==> src/sv/ldw_pkg.sv <==
package ldw_pkg;

  // Fixed field widths of the stream.
  localparam int VALUE_BITS = 12;
  localparam int POS_BITS   = 48;

  // One table word: sighting flag and global position of the last sighting.
  typedef struct packed {
    logic                seen;
    logic [POS_BITS-1:0] pos;
  } ldw_entry_t;

  // Write request into the position table.
  typedef struct packed {
    logic       en;
    ldw_entry_t data;
  } ldw_wr_t;

endpackage

==> src/sv/ldw_eval.sv <==
module ldw_eval import ldw_pkg::*; #(
  parameter int LEN_BITS = 16
) (
  input  logic                clk,
  input  logic                rst_n,
  input  logic                adv,
  input  ldw_entry_t          entry,
  input  logic [POS_BITS-1:0] pos,
  input  logic                last,
  output logic [LEN_BITS-1:0] win_len,
  output logic [LEN_BITS-1:0] best_len
);

  localparam logic [POS_BITS-1:0] LenMax =
    {{(POS_BITS-LEN_BITS){1'b0}}, {LEN_BITS{1'b1}}};

  logic [POS_BITS-1:0] ws_r, ws_nxt;
  logic [LEN_BITS-1:0] best_r, best_nxt;
  logic [POS_BITS-1:0] back_last, back_start, ws_eff, span;
  logic                move;
  logic [LEN_BITS-1:0] len, best_cur;

  always_comb begin
    back_last  = pos - entry.pos;
    back_start = pos - ws_r;
    move       = entry.seen && (back_last <= back_start);
    ws_eff     = move ? (entry.pos + 1'b1) : ws_r;
    span       = move ? (back_last - 1'b1) : back_start;
    len        = (span >= LenMax) ? {LEN_BITS{1'b1}} : (span[LEN_BITS-1:0] + 1'b1);
    best_cur   = (len > best_r) ? len : best_r;
    // Start the next sequence just past this item.
    ws_nxt     = last ? (pos + 1'b1) : ws_eff;
    best_nxt   = last ? '0 : best_cur;
  end

  always_ff @(posedge clk) begin
    if (!rst_n) begin
      ws_r   <= '0;
      best_r <= '0;
    end else if (adv) begin
      ws_r   <= ws_nxt;
      best_r <= best_nxt;
    end
  end

  assign win_len  = len;
  assign best_len = best_cur;

endmodule

==> config.mk <==
export PLATFORM = sky130hd
export DESIGN_NAME = ldw_eval
export DESIGN_NICKNAME = d
export VERILOG_FILES = /design/src/sv/ldw_pkg.sv /design/src/sv/ldw_eval.sv
export SDC_FILE = /design/constraint.sdc
export NUM_CORES = 1
export LEC_CHECK = 0
export BUFFER_PORTS_ARGS = -buffer_cell sky130_fd_sc_hd__buf_2
export CORE_MARGIN = 3
export CORE_UTILIZATION = 45
export DETAILED_ROUTE_END_ITERATION = 12
export PLACE_DENSITY_LB_ADDON = 0.25
export SYNTH_ARGS = -nofsm -noshare
export SYNTH_HDL_FRONTEND = slang
export SYNTH_SLANG_ARGS = --single-unit
==> constraint.sdc <==
create_clock -name clk -period 14.2 [get_ports clk]
set_clock_uncertainty 0.15 [all_clocks]
set_input_delay 2.13 -clock clk [delete_from_list [all_inputs] [get_ports clk]]
set_output_delay 2.13 -clock clk [all_outputs]
set_load 0.02 [all_outputs]
==> impl_results.md, run 1 <==
* # IOs at 133
* FFs w/ async S/R, synth at 0%
* CP dominant cell by count: o21a_1
* Final worst path period share at 95.1%
* Syn Area/Cell at 6.92 sq um
* First-pass GRT wire length at 73,000 microns
* R2R Path Start: ws_r[1]
* WP data arrival at 11.22 ns
* Overall via count from detail_route at 15,000
* Synth top area share at 14.7%
* Hpwl dp at 37,000 microns
* # hold bufs at CTS at 0
* Worst R2R End: best_r[11]
* Routability cong. at 0.964
* CP max stage cell: a21oi_1
* Max VDD drop at 63.6 uV
* Hold Path Class: reg2reg
* Slowest stage delay, CP at 0.57 ns
* Min-delay src: ws_r[24]
* TritonCTS clock tree: done
* Number of routed nets with antenna violations at 0
* Chip Width at 180 microns
* Setup violations, final at 0
* CTS Sinks at 64
* Final Hold Viols at 0
* Largest net degree at the start of global routing at 58
* Required @ worst endpoint at 11.92 ns
* Total setup buffers inserted after CTS at 0
* Critical Path Sink Type: output port
* Initial DRC count at 1,180
* Pre-antenna DRT Iters at 6
* Share of layout cells above drive strength 1 at 10.6%
* CTS Buffer Depth at 2
* Commonest non-fill, non-tap cell in the layout: nor2_1
* Top_reg_cell synth: dfxtp_1
* Mapped cell area at 13,700 sq um
* Clock root cell: clkbuf_16
* Fillers at 3,098
* Worst Hold Endpoint: ws_r[24]
* Post-cts sizing count at 0
* Worst reg2reg setup slack at 4.08 ns
* Max-slew headroom at the worst pin at 26.5%
* Achievable frequency at 74.1 MHz
* Core Footprint at 29,800 sq um
* R2R depth at 43
* Crit path max fanout at 21
* Area grow syn2layout at 9.25%
* Vias per cell at 6.12
* Leading area contributor after synthesis: ha_1
* Pwr/cell area at 103 nW/um^2
* Global route overflow at 0
* Leading cell types in the layout, fill and taps excluded: nor2_1, nand2_1, a21oi_1
* Synth Warn # at 0
* Starting Density at 46.0%
* Worst-path clk slew at 0.06 ns
* Final #Nets at 2,315
* Drt drc at 0
* Total power at 1.54 mW
* Fin cells at 2,446
* Top cells by area, synth: ha_1, dfxtp_1, a21oi_1
* Die H at 180 microns
* RSZ-0062 raised after global routing: false
* Total global-route track usage at 26.6%
* Tightest Pin Transition at 1.08 ns
* Rows at 63
* Leakage at 6.39 nW
* Number of flops mapped to enable cells by yosys at 0
* Max Slew Vio Count at 0
* Placed Instances at 2,430
* Setup total negative slack at 0 ns
* Synthesized flop and latch total at 64
* CTS Buf Count at 9
* Critical path class: in2out
* DRT Wirelength at 45,000 microns
* Max cap viols at 0
* Cell variety after synth at 101
* Mapped Cells at 1,979
* Min-Delay Path Depth at 2
* Routed len/inst at 18.4 microns
* H-tree Lvls at 3
* Sequential share of the synthesized area at 9.36%
* Die area at 32,600 sq um
* Port buffer count at 132
* Post-layout min period at 13.50 ns
* Status: finished clean
* Ant diodes at 0
* Clock latency at the later pin of the worst-skew pair at 0.37 ns
* Vias in the first global route at 14,200
* Startpoint Class: input port
* Antenna violations before repair at 0
* Syn nets at 2,243
## cell type report
cell class	count	area [sq um]	share of cell area (%)
inverters	164	616	4.12
flip-flops and latches	64	1280	8.57
multi-input cells	1668	11500	76.9
well taps	390	488	3.26
repair buffers	144	753	5.04
clock inverters	7	96.3	0.644
clock buffers	9	225	1.51
## worst max-delay path by stage
stage                    from           end  slack [ns]  cells past startpoint
finish              entry[20]   best_len[4]        0.70                     41
detailed placement    pos[10]   best_len[0]        0.47                     39
CTS                   pos[10]   best_len[0]        0.45                     39
global route          pos[10]   best_len[0]        0.07                     41
floorplan             pos[10]  best_len[10]        1.52                     40
global placement      pos[10]   best_len[9]        0.95                     39
## critical path: cells and delay by family
family          cells  cell delay [ns]
compound gates     22             5.26
simple gates        8             1.33
fa+ha+maj           4             1.27
buf+inv             6             1.02
mux                 1             0.18
## power by group
| part | leakage, nW | switching [mW] | total, mW | internal [mW] |
|---|---|---|---|---|
| Sequential | 0.527 | 0.0159 | 0.221 | 0.205 |
| Clock | 0.159 | 0.103 | 0.257 | 0.154 |
| Combinational | 5.70 | 0.664 | 1.06 | 0.395 |
## cell families after synthesis
group / count (synthesis) / synth area share (%)
and+or+nand+nor: 720 / 26.6
AOI/OAI and AO/OA: 579 / 28.2
buffers and inverters: 247 / 6.98
adders and majority gates: 163 / 15.0
xor gates and xnor gates: 136 / 8.70
muxes: 70 / 5.17
DFF: 64 / 9.36
## routing by layer
layer  wire (microns)  GRT usage (%)
met1            21100           36.7
met2            19900           42.4
met3             2590           3.47
met4             1490           10.1
met5                0              0
## registers in the layout, summed over array words and instances (netlist names)
register and flops:
ws_r 48, best_r 16
## metrics by stage
stage | hold slack (ns) | worst slack (ns) | cell area, sq um | utilization (%)
3_5_place_dp | 0.325 | 0.472 | 14600 | 49.0
4_1_cts | 0.339 | 0.455 | 14900 | 50.1
6_report | 0.335 | 0.701 | 15000 | 50.2
2_1_floorplan | 0.304 | 1.52 | 13700 | -
3_3_place_gp | 0.314 | 0.947 | 14600 | 49.0
5_1_grt | 0.362 | 0.0735 | 15000 | 50.2
## cells in the mapped netlist, types with 11 or more instances
library cell	n
nor2_1	199
a21oi_1	170
nand2_1	170
inv_1	163
ha_1	161
o21ai_0	93
xnor2_1	82
nand3_1	65
dfxtp_1	64
mux2i_1	64
clkbuf_1	61
xor2_1	54
a21o_1	51
nand4_1	50
nor3_1	35
and2_1	27
nor2b_1	27
a31oi_1	26
and3_1	23
a211oi_1	21
o21a_1	20
o211ai_1	18
o21ai_1	18
nand2b_1	16
nor4_1	16
o21bai_1	15
or3_1	15
o31ai_1	14
or2_2	11
No activity file was read; power rests on OpenSTA's default activity.
==> run 2: changes to the inputs <==
RECOVER_POWER = 25   (was not set)
==> run 2 against run 1 <==
The flow now finishes with violations (capacitance limit, slew limit). Clock power about the same. Global-route usage unchanged. Sequential share of layout area about the same. Total power about the same. Register-to-register slack worse by 0.98 ns. Critical path type unchanged. Largest power group unchanged.
==> impl_results.md, run 2 (synthesis results as in run 1) <==
* Total global-route track usage at 26.6% (unchanged)
* Failing checks: capacitance limit, slew limit
* Final #Nets at 2,315 (unchanged)
* Tightest Pin Transition at 4.32 ns (+3.25 ns)
* Max VDD drop at 63.9 uV (+0.44%)
* Largest reg by FF count: ws_r
* Max Slew Vio Count at 88 (+88)
* RSZ-0062 raised after global routing: false
* Vias per cell at 6.09 (-0.56%)
* H-tree Lvls at 3 (unchanged)
* Pwr/cell area at 103 nW/um^2 (+0.11%)
* WP data arrival at 11.21 ns (about the same)
* Routed len/inst at 18.4 microns (-0.18%)
* Dpl ws at 0.472 ns (unchanged)
* # IOs at 133 (unchanged)
* Die H at 180 microns (unchanged)
* CP max stage cell: a221oi_2
* Critical path class: in2out
* Starting Density at 46.0% (unchanged)
* Commonest non-fill, non-tap cell in the layout: nor2_1
* Critical Path Sink Type: output port
* DRT Wirelength at 45,000 microns (-0.18%)
* Post-layout min period at 13.49 ns (-0.0124 ns)
* Slowest stage delay, CP at 0.54 ns (-0.03 ns)
* TritonCTS clock tree: done
* Achievable frequency at 74.1 MHz (about the same)
* CP dominant cell by count: o21a_1
* Number of routed nets with antenna violations at 0 (unchanged)
* Drt drc at 0 (unchanged)
* Cell area after layout at 14,900 sq um (-0.11%)
* Number of flip-flops under the largest register name at 48 (unchanged)
* Core Footprint at 29,800 sq um (unchanged)
* Max cap viols at 2 (+2)
* Setup total negative slack at 0 ns (unchanged)
* Largest net degree at the start of global routing at 58 (unchanged)
* Die area at 32,600 sq um (unchanged)
* Leading cell types in the layout, fill and taps excluded: nor2_1, nand2_1, a21oi_1
* Total power at 1.54 mW (about the same)
* Max-slew headroom at the worst pin at -191% (-220 points)
* Ant diodes at 0 (unchanged)
* Startpoint Class: input port
* Global route overflow at 0 (unchanged)
* CTS Sinks at 64 (unchanged)
* Share of layout cells above drive strength 1 at 10.5% (-0.15 points)
* CTS Buf Count at 9 (unchanged)
* Antenna violations before repair at 0 (unchanged)
* Initial DRC count at 1,185 (+0.42%)
* Worst-path clk slew at 0.06 ns (about the same)
* Port buffer count at 132 (unchanged)
* Routability cong. at 0.964 (unchanged)
* Required @ worst endpoint at 11.92 ns (about the same)
* CTS Buffer Depth at 2 (unchanged)
* First-pass GRT wire length at 73,000 microns (unchanged)
* Largest regs: ws_r (48), best_r (16)
* Leakage at 6.38 nW (-0.13%)
* Hpwl dp at 37,000 microns (unchanged)
* Hold Path Class: reg2reg
* Rows at 63 (unchanged)
* Chip Width at 180 microns (unchanged)
* Status: complete, but fails checks
* Overall via count from detail_route at 14,900 (-0.56%)
* Post-Place Cell Area at 14,600 sq um (unchanged)
* Final Hold Viols at 0 (unchanged)
* Vias in the first global route at 14,200 (unchanged)
* Crit path max fanout at 21 (unchanged)
* Pre-antenna DRT Iters at 6 (unchanged)
* Clock root cell: clkbuf_16
* Clock latency at the later pin of the worst-skew pair at 0.37 ns (about the same)
* PnR worst setup slack at 0.714 ns (+0.0124 ns)
* Final worst path period share at 95.0% (about the same)
* Setup violations, final at 0 (unchanged)
* Area grow syn2layout at 9.13%
run 2: changes by cell type in the layout (fill, tap and decap cells not counted), sizes merged:
cell and change:
buf -2, clkbuf +2
run 2: worst paths after layout:
kind / from / to / slack (ns) / depth (start not counted)
min: ws_r[24] / ws_r[24] / 0.34 / 2
min reg2reg: ws_r[24] / ws_r[24] / 0.34 / 2
max reg2reg: ws_r[1] / ws_r[44] / 3.10 / 24
max: pos[10] / best_len[4] / 0.71 / 41
run 2: where the power goes:
| group | switching [mW] | total, mW | internal, mW |
|---|---|---|---|
| registers | 0.0159 | 0.221 | 0.205 |
| logic | 0.662 | 1.06 | 0.396 |
| clock network | 0.103 | 0.257 | 0.154 |
| total | 0.781 | 1.54 | 0.755 |
run 2: through the flow:
step / cells / util, % / hold WS [ns]
2_1_floorplan: 1979 / - / 0.304
3_3_place_gp: 2430 / 49.0 / 0.314
3_5_place_dp: 2430 / 49.0 / 0.325
4_1_cts: 2446 / 50.1 / 0.339
5_1_grt: 2446 / 50.1 / 0.362
6_report: 2446 / 50.1 / 0.335
run 2: per-layer routing:
layer / up-vias / track usage (%) / share of wire, % / wire (microns)
li1: 7360 / - / - / -
met1: 6917 / 36.7 / 47 / 21000
met2: 522 / 42.4 / 44 / 19800
met3: 90 / 3.47 / 6.0 / 2690
met4: 0 / 10.1 / 3.3 / 1490
met5: - / 0 / 0 / 0
run 2: area by class of cell:
cell class                      instances  area [sq um]
Sequential cell                        64          1280
Multi-Input combinational cell       1668         11500
Clock buffer                            9           225
Clock inverter                          7          96.3
Tap cell                              390           488
Timing Repair Buffer                  144           748
Inverter                              164           616
Fill cell                            3100         14900
run 2: repair_timing:
action / 4_1_cts / 5_1_grt
setup endpoints to repair: 0 / 16
buffers inserted: 0 / 0
resized for setup: 0 / 5
hold buffers: 0 / 0
run 2: critical path: cells and delay by family:
family | cells | cell delay (ns)
AO/OA/AOI/OAI | 22 | 5.28
adder cells (fa/ha/maj) | 4 | 1.27
AND/OR/NAND/NOR | 8 | 1.11
buffers and inverters | 5 | 1.00
XOR/XNOR | 1 | 0.23
multiplexers | 1 | 0.18
==> run 3: changes to the inputs <==
clock period = 11.6 ns   (was 14.2 ns; I/O delays follow)
==> run 3 against run 2 <==
The run still ends with capacitance limit, slew limit left. Count of clock-buffer cells in the layout did not move. Sequential power grew 23%. Worst setup slack got worse by 0.55 ns. Critical path type unchanged. Critical endpoint is now best_len[14]. Highest routed layer unchanged.
==> impl_results.md, run 3 (synthesis results as in run 1) <==
* Worst reg2reg setup slack at 1.53 ns (-1.57 ns)
* Area grow syn2layout at 27.3%
* Hold Path Class: reg2reg
* Vias per cell at 5.96 (-2.0%)
* CP top delay family: compound AO/OA/AOI/OAI gates
* Min-Delay Path Depth at 2 (unchanged)
* Drt drc at 0 (unchanged)
* Clock Power Share at 13.8% (-2.9 points)
* # hold bufs at CTS at 0 (unchanged)
* R2R depth at 28 (+17%)
* Fin cells at 2,660 (+8.7%)
* Routability cong. at 0.990 (+2.7%)
* Leakage at 7.56 nW (+18%)
* WP data arrival at 9.54 ns (-1.67 ns)
* Flop pwr share at 12.0% (-2.4 points)
* Share of layout cells above drive strength 1 at 23.8% (+13 points)
* Clock root cell: clkbuf_16
* DRT Wirelength at 49,200 microns (+9.4%)
* Critical path class: in2out
* Slowest stage delay, CP at 0.53 ns (about the same)
* Total global-route track usage at 28.4% (+1.8 points)
* CTS Buffer Depth at 2 (unchanged)
* Worst Hold Endpoint: ws_r[10]
* Chip Width at 180 microns (unchanged)
* Largest net degree at the start of global routing at 51 (-12%)
* R2R Path Start: ws_r[1]
* Worst Path Buf+Inv at 7 (+2)
* Worst-path clk slew at 0.06 ns (about the same)
* Ant diodes at 0 (unchanged)
* Port buffer count at 132 (unchanged)
* Largest reg by FF count: ws_r
* Max Slew Vio Count at 39 (-56%)
* Required @ worst endpoint at 9.71 ns (-2.21 ns)
* Largest regs: ws_r (48), best_r (16)
* Achievable frequency at 87.5 MHz
* Worst R2R End: ws_r[42]
* Min-delay src: ws_r[10]
* Placed Instances at 2,616 (+7.7%)
* H-tree Lvls at 3 (unchanged)
* # IOs at 133 (unchanged)
* Post-layout min period at 11.43 ns
* Max VDD drop at 80.1 uV (+25%)
* Pwr/cell area at 130 nW/um^2 (+27%)
* RSZ-0062 raised after global routing: true
* Final worst path period share at 98.6%
* Starting Density at 46.0% (unchanged)
* Combinational share of power at 74.2% (+5.3 points)
* Clock latency at the later pin of the worst-skew pair at 0.37 ns (about the same)
* Status: complete, but fails checks
* Crit path max fanout at 6 (-71%)
* Design internal power at 1.18 mW (+56%)
* Global route overflow at 0 (unchanged)
* Startpoint Class: input port
* Antenna violations before repair at 0 (unchanged)
* TritonCTS clock tree: done
* Die H at 180 microns (unchanged)
* Core Footprint at 29,800 sq um (unchanged)
* Tightest Pin Transition at 4.78 ns (+0.464 ns)
* Max cap viols at 1 (-1)
* Routed len/inst at 18.5 microns (+0.62%)
* Max-slew headroom at the worst pin at -222% (-31 points)
* Leading cell types in the layout, fill and taps excluded: buf_4, nor2_1, nand2_1
* Number of routed nets with antenna violations at 0 (unchanged)
* Critical Path Sink Type: output port
* Setup total negative slack at 0 ns (unchanged)
* Number of flip-flops under the largest register name at 48 (unchanged)
* CP Depth at 39 (-4.9%)
* Overall via count from detail_route at 15,900 (+6.5%)
* Sw Pwr at 1.09 mW (+40%)
* CP dominant cell by count: o21a_1
* Die area at 32,600 sq um (unchanged)
* Hpwl dp at 39,900 microns (+7.7%)
* CTS Sinks at 64 (unchanged)
* Rows at 63 (unchanged)
* PnR worst setup slack at 0.168 ns (-0.546 ns)
* Vias in the first global route at 14,900 (+5.3%)
* Sw Ratio at 48.1% (-2.8 points)
* Final Hold Viols at 0 (unchanged)
* First-pass GRT wire length at 76,900 microns (+5.3%)
* Pre-antenna DRT Iters at 5 (-1)
* Failing checks: capacitance limit, slew limit
* Commonest non-fill, non-tap cell in the layout: buf_4
* Final #Nets at 2,529 (+9.2%)
* Initial DRC count at 1,105 (-6.8%)
* Setup violations, final at 0 (unchanged)
* CTS Buf Count at 9 (unchanged)
* Dpl ws at -0.269 ns (-0.741 ns)
* CP max stage cell: o211ai_1
-- run 3: changes by cell type in the layout (fill, tap and decap cells not counted), moves of 9 or more --
cell,before,now
ha_2,0,9
a31oi_1,25,11
a21oi_1,169,146
ha_4,0,9
a21oi_2,4,25
o21ai_0,94,79
ha_1,161,143
buf_4,12,225
buf_6,0,11
buf_2,130,119
-- run 3: area by class of cell --
type	instances	area, sq um
fill	2892	12400
clock inverter	7	96.3
timing repair buffer	357	2450
clock buffer	9	225
multi-input combinational	1669	12300
sequential	64	1280
tap	390	488
inverter	164	616
-- run 3: timing repair --
item,CTS,global route
pin swaps,4,50
setup endpoints to repair,16,16
resized for setup,16,153
buffers inserted,4,25
cloned,0,2
-- run 3: worst max-delay path by stage --
stage | startpoint | endpoint | slack [ns]
after floorplan | pos[10] | best_len[5] | -0.03
after CTS | pos[0] | best_len[10] | 0.03
after detailed placement | pos[0] | best_len[10] | -0.27
after global placement | pos[0] | best_len[9] | -0.1
final | entry[1] | best_len[14] | 0.17
after global routing | pos[1] | best_len[5] | -0.14
-- run 3: per-layer routing --
layer  routed length [microns]  vias up  track usage [%]
met2                     22400      528             46.3
met4                      1390        0             9.89
met1                     22500     7439             38.4
li1                          -     7817                -
met5                         0        -                0
met3                      2920       79             4.26
-- run 3: stage by stage --
| step | utilization [%] | instance area (sq um) | total power [mW] | hold WS, ns |
|---|---|---|---|---|
| 2_1_floorplan | - | 13800 | 1.23 | 0.304 |
| 3_3_place_gp | 54.1 | 16100 | 1.76 | 0.315 |
| 3_5_place_dp | 54.1 | 16100 | 1.78 | 0.326 |
| 4_1_cts | 55.6 | 16600 | 2.13 | 0.342 |
| 5_1_grt | 58.5 | 17400 | 2.44 | 0.370 |
| 6_report | 58.5 | 17400 | 2.27 | 0.335 |
-- run 3: tightest hold or removal path: stages, from the launching register on --
cell and delay [ns]:
dfxtp_1 0.32, a21oi_1 0.06, nor2_1 0.07
-- run 3: power by group through the flow --
stage	registers, mW	logic [mW]	clock network (mW)
2_1_floorplan	0.268	0.957	0
4_1_cts	0.271	1.53	0.322
3_5_place_dp	0.275	1.51	0
3_3_place_gp	0.275	1.49	0
5_1_grt	0.276	1.83	0.330
6_report	0.272	1.69	0.314
